===== src/rtl/i64dr_pkg.sv =====
// Package for the 64-bit divider: field widths, defaults and the per-stage control bundle.
`default_nettype none

package i64dr_pkg;

    localparam int FIELD_WIDTH        = 64;
    localparam int DATA_WIDTH_DEFAULT = 64;

    typedef logic [FIELD_WIDTH-1:0] t_field;

    typedef struct packed {
        logic valid;
        logic neg_q;
        logic neg_r;
        logic div_zero;
    } t_ctrl;

endpackage

`default_nettype wire


===== src/rtl/i64dr_step.sv =====
// One registered restoring division step: shift in a dividend bit, subtract when it fits.
`default_nettype none

module i64dr_step #(
    parameter int DATA_WIDTH = i64dr_pkg::DATA_WIDTH_DEFAULT
) (
    input  wire logic                  i_clk,
    input  wire logic                  i_rst_n,
    input  wire logic                  i_en,
    input  wire i64dr_pkg::t_ctrl      i_ctrl,
    input  wire logic [DATA_WIDTH-1:0] i_rem,
    input  wire logic [DATA_WIDTH-1:0] i_acc,
    input  wire logic [DATA_WIDTH-1:0] i_den,
    output i64dr_pkg::t_ctrl           o_ctrl,
    output logic [DATA_WIDTH-1:0]      o_rem,
    output logic [DATA_WIDTH-1:0]      o_acc,
    output logic [DATA_WIDTH-1:0]      o_den
);

    i64dr_pkg::t_ctrl        r_ctrl;
    logic [DATA_WIDTH-1:0]   r_rem;
    logic [DATA_WIDTH-1:0]   r_acc;
    logic [DATA_WIDTH-1:0]   r_den;

    logic [DATA_WIDTH:0]     shifted;
    logic [DATA_WIDTH:0]     diff;
    logic                    fits;
    logic [DATA_WIDTH-1:0]   n_rem;
    logic [DATA_WIDTH-1:0]   n_acc;

    always_comb begin
        shifted = {i_rem, i_acc[DATA_WIDTH-1]};
        diff    = shifted - {1'b0, i_den};
        fits    = !diff[DATA_WIDTH];
        n_rem   = fits ? diff[DATA_WIDTH-1:0] : shifted[DATA_WIDTH-1:0];
        n_acc   = {i_acc[DATA_WIDTH-2:0], fits};
    end

    always_ff @(posedge i_clk) begin
        if (!i_rst_n) begin
            r_ctrl <= '0;
        end else if (i_en) begin
            r_ctrl <= i_ctrl;
        end
    end

    always_ff @(posedge i_clk) begin
        if (i_en) begin
            r_rem <= n_rem;
            r_acc <= n_acc;
            r_den <= i_den;
        end
    end

    assign o_ctrl = r_ctrl;
    assign o_rem  = r_rem;
    assign o_acc  = r_acc;
    assign o_den  = r_den;

endmodule

`default_nettype wire


===== config.mk =====
export PLATFORM = sky130hd
export DESIGN_NAME = i64dr_step
export DESIGN_NICKNAME = d
export VERILOG_FILES = /design/src/rtl/i64dr_pkg.sv /design/src/rtl/i64dr_step.sv
export SDC_FILE = /design/constraint.sdc
export NUM_CORES = 1
export LEC_CHECK = 0
export ABC_AREA = 1
export BUFFER_PORTS_ARGS = -buffer_cell sky130_fd_sc_hd__buf_2
export CORE_ASPECT_RATIO = 1.25
export CORE_MARGIN = 3
export CORE_UTILIZATION = 45
export DETAILED_ROUTE_END_ITERATION = 12
export MAX_ROUTING_LAYER = met4
export PLACE_DENSITY = 0.76
export SETUP_SLACK_MARGIN = 0.4
export SLEW_MARGIN = 10
export SYNTH_ARGS = -nofsm -noshare
export SYNTH_HDL_FRONTEND = slang
export SYNTH_SLANG_ARGS = --single-unit

===== constraint.sdc =====
create_clock -name i_clk -period 6.35 [get_ports i_clk]
set_clock_uncertainty 0.2 [all_clocks]
set_input_delay 1.27 -clock i_clk [delete_from_list [all_inputs] [get_ports i_clk]]
set_output_delay 1.27 -clock i_clk [all_outputs]
set_load 0.01 [all_outputs]

==> metrics.txt <==
total gr overflow 0; final setup vio count 0; fin cells approximately 2600; sequential area share after synthesis between 40% and 50%; core footprint between 20000 and 30000 um2; Ant. Diodes 0; global router's overall resource usage ~30%; H-tree Lvls 4; GR Layer Usage met1 between 30 and 40%; Starting Density between 40% and 50%; synthesized area per cell ~7.2 um2; dpl ws around 1.5 ns; top_reg_cell synth edfxtp_1; CP Data Arrival Time 4.53 ns; syn nets 2084; PnR worst setup slack about 1.9 ns; Yosys cell types 32; largest net degree at the start of global routing about 120; most frequent cells in the layout nand2_1, buf_2, inv_1; vias in the first global route about 12000; Final Net Count 2486; number of synthesized flops with an enable pin 192; Rows 69; Cell Pwr Density roughly 230 nW/um2; gp weighted congestion approximately 1.0; crit end category flip-flop; crit-path max FO 41; Routed Antenna Nets 0; Clock transition at path regs approximately 0.080 ns; post_cts resized 0; Die Height between 150 and 200 um; initial antenna violation count 1; vias per inst approximately 4.8; Yosys Warn Count 0; relative slew slack between 20% and 30%; Max Cap Viol 0; die width 159 um; Peak VDD IR about 0.00017 V; hold crit path type flip-flop to flip-flop; clk root buf clkbuf_16; commonest non-fill, non-tap cell in the layout nand2_1; initial DRC count roughly 840; Fin. Hold Viols 0; setup TNS 0 ns; DR pass1 iterations 6; number of synthesized register bits between 150 and 200; Crit Path Class input port to flip-flop; Worst EP required 6.48 ns; Setup Fix Bufs, Post-CTS 0; cts hold-fix bufs 0; I/O Buffers 394; Clock Tree Buf Depth 2; via count ~13000; DPL Wire Length between 30000 and 40000 um; Max Slew Vio Count 0; asr flop ratio synth 0%; Num Clock Sinks just under 200; worst skew pair latency roughly 0.45 ns; met2 Usage GRT about 57%; # DRC 0; Static Leak a little over 9 nW; synthesized area roughly 13000 um2; total wire length between 40000 and 50000 um; Cells after DPL about 2600; RSZ-0062 raised after global routing false; Slew @ Worst Pin ~1.1 ns; final worst path period share between 60% and 70%; num ports 395; startpoint types input port; fraction of layout instances using a drive strength above 1 21.1%; CTS Buf Count 17; Die Area 31300 um2; Layout area overhead 22.5%; first-pass GRT wire length approximately 70000 um; CTS tree built; cell count after synthesis between 1500 and 2000; layer with the highest usage met2; met3 global-route usage around 3.5%; maximum clock rate ~0.23 GHz; Final min period 4.40 ns; drt wl/cell roughly 18 um; status complete, no violations
-- sequential cells by signal, indices dropped and copies added, names as in the netlist --
register / count
o_acc: 64
o_den: 64
o_rem: 64
o_ctrl: 4
-- synth_stat cells, drive strengths merged (2+ instances only) --
cell,instances,share of area [%]
nor4,4,0.24
a21oi,51,1.9
nor3,12,0.46
buf,13,1.1
nand3,70,2.7
nand2,824,24
o21ai,7,0.27
nor2,119,3.6
dfxtp,4,0.61
edfxtp,192,44
xor2,30,2.0
nand4,18,0.86
or2,2,0.095
o21bai,8,0.46
ha,64,6.1
and3,2,0.095
inv,396,11
-- cell families after synthesis --
group                      synth area share (%)
AOI/OAI and AO/OA                          2.66
xor gates and xnor gates                   2.06
adders and majority gates                  6.24
buffers and inverters                      12.4
DFF                                        44.5
and+or+nand+nor                            32.2
-- path summary, 6_finish.rpt --
path,cells after the start,slack [ns],startpoint,endpoint
setup / recovery,20,1.95,i_acc[63],o_rem[46]$_DFFE_PP_
hold / removal,2,0.30,o_ctrl[3]$_SDFFE_PN0P_,o_ctrl[3]$_SDFFE_PN0P_
setup reg to reg,2,5.48,o_ctrl[0]$_SDFFE_PN0P_,o_ctrl[0]$_SDFFE_PN0P_
hold reg to reg,2,0.30,o_ctrl[3]$_SDFFE_PN0P_,o_ctrl[3]$_SDFFE_PN0P_
-- worst max-delay path: stages --
cell and delay, ns:
buf_2 0.09, inv_1 0.04, ha_1 0.21, fa_1 0.43, inv_1 0.09, nand2_1 0.05, nand2_1 0.06, nand3_1 0.08
nand2_2 0.13, nand2_1 0.08, nand2_2 0.09, nand2_1 0.07, nand2_2 0.11, nand2_2 0.08, nand2_2 0.09, nand2_2 0.05
nand2_2 0.76, buf_4 0.50, nand2_1 0.12, nand2_1 0.09
-- per-layer routing --
layer / part of all wire, % / routed length, um / vias up
met1: 39 / 18500 / 5821
met2: 53 / 25100 / 412
met4: 2.7 / 1290 / 0
met5: 0 / 0 / -
met3: 4.8 / 2250 / 64
li1: - / - / 6368
-- final cells by class --
class	count	area (um2)
fillers	2773	12500
flip-flops and latches	196	5850
multi-input cells	1214	5670
repair buffers	396	2010
inverters	397	1490
well taps	390	488
clock buffers	17	425
clock inverters	15	179
-- power breakdown --
part / leakage [nW] / switching, mW / internal (mW)
Combinational: 6.92 / 0.695 / 0.350
Sequential: 1.91 / 0.0370 / 1.58
Clock: 0.294 / 0.583 / 0.538
-- metrics by stage --
stage	utilization, %	area, um2	power, mW	hold slack, ns
2_1_floorplan	-	13100	2.26	0.333
3_3_place_gp	54.3	15500	2.68	0.277
3_5_place_dp	54.3	15500	2.69	0.296
6_report	56.4	16100	3.78	0.305
4_1_cts	56.4	16100	3.81	0.315
5_1_grt	56.4	16100	3.96	0.337
Note: power is estimated with default switching activity, not from simulation.
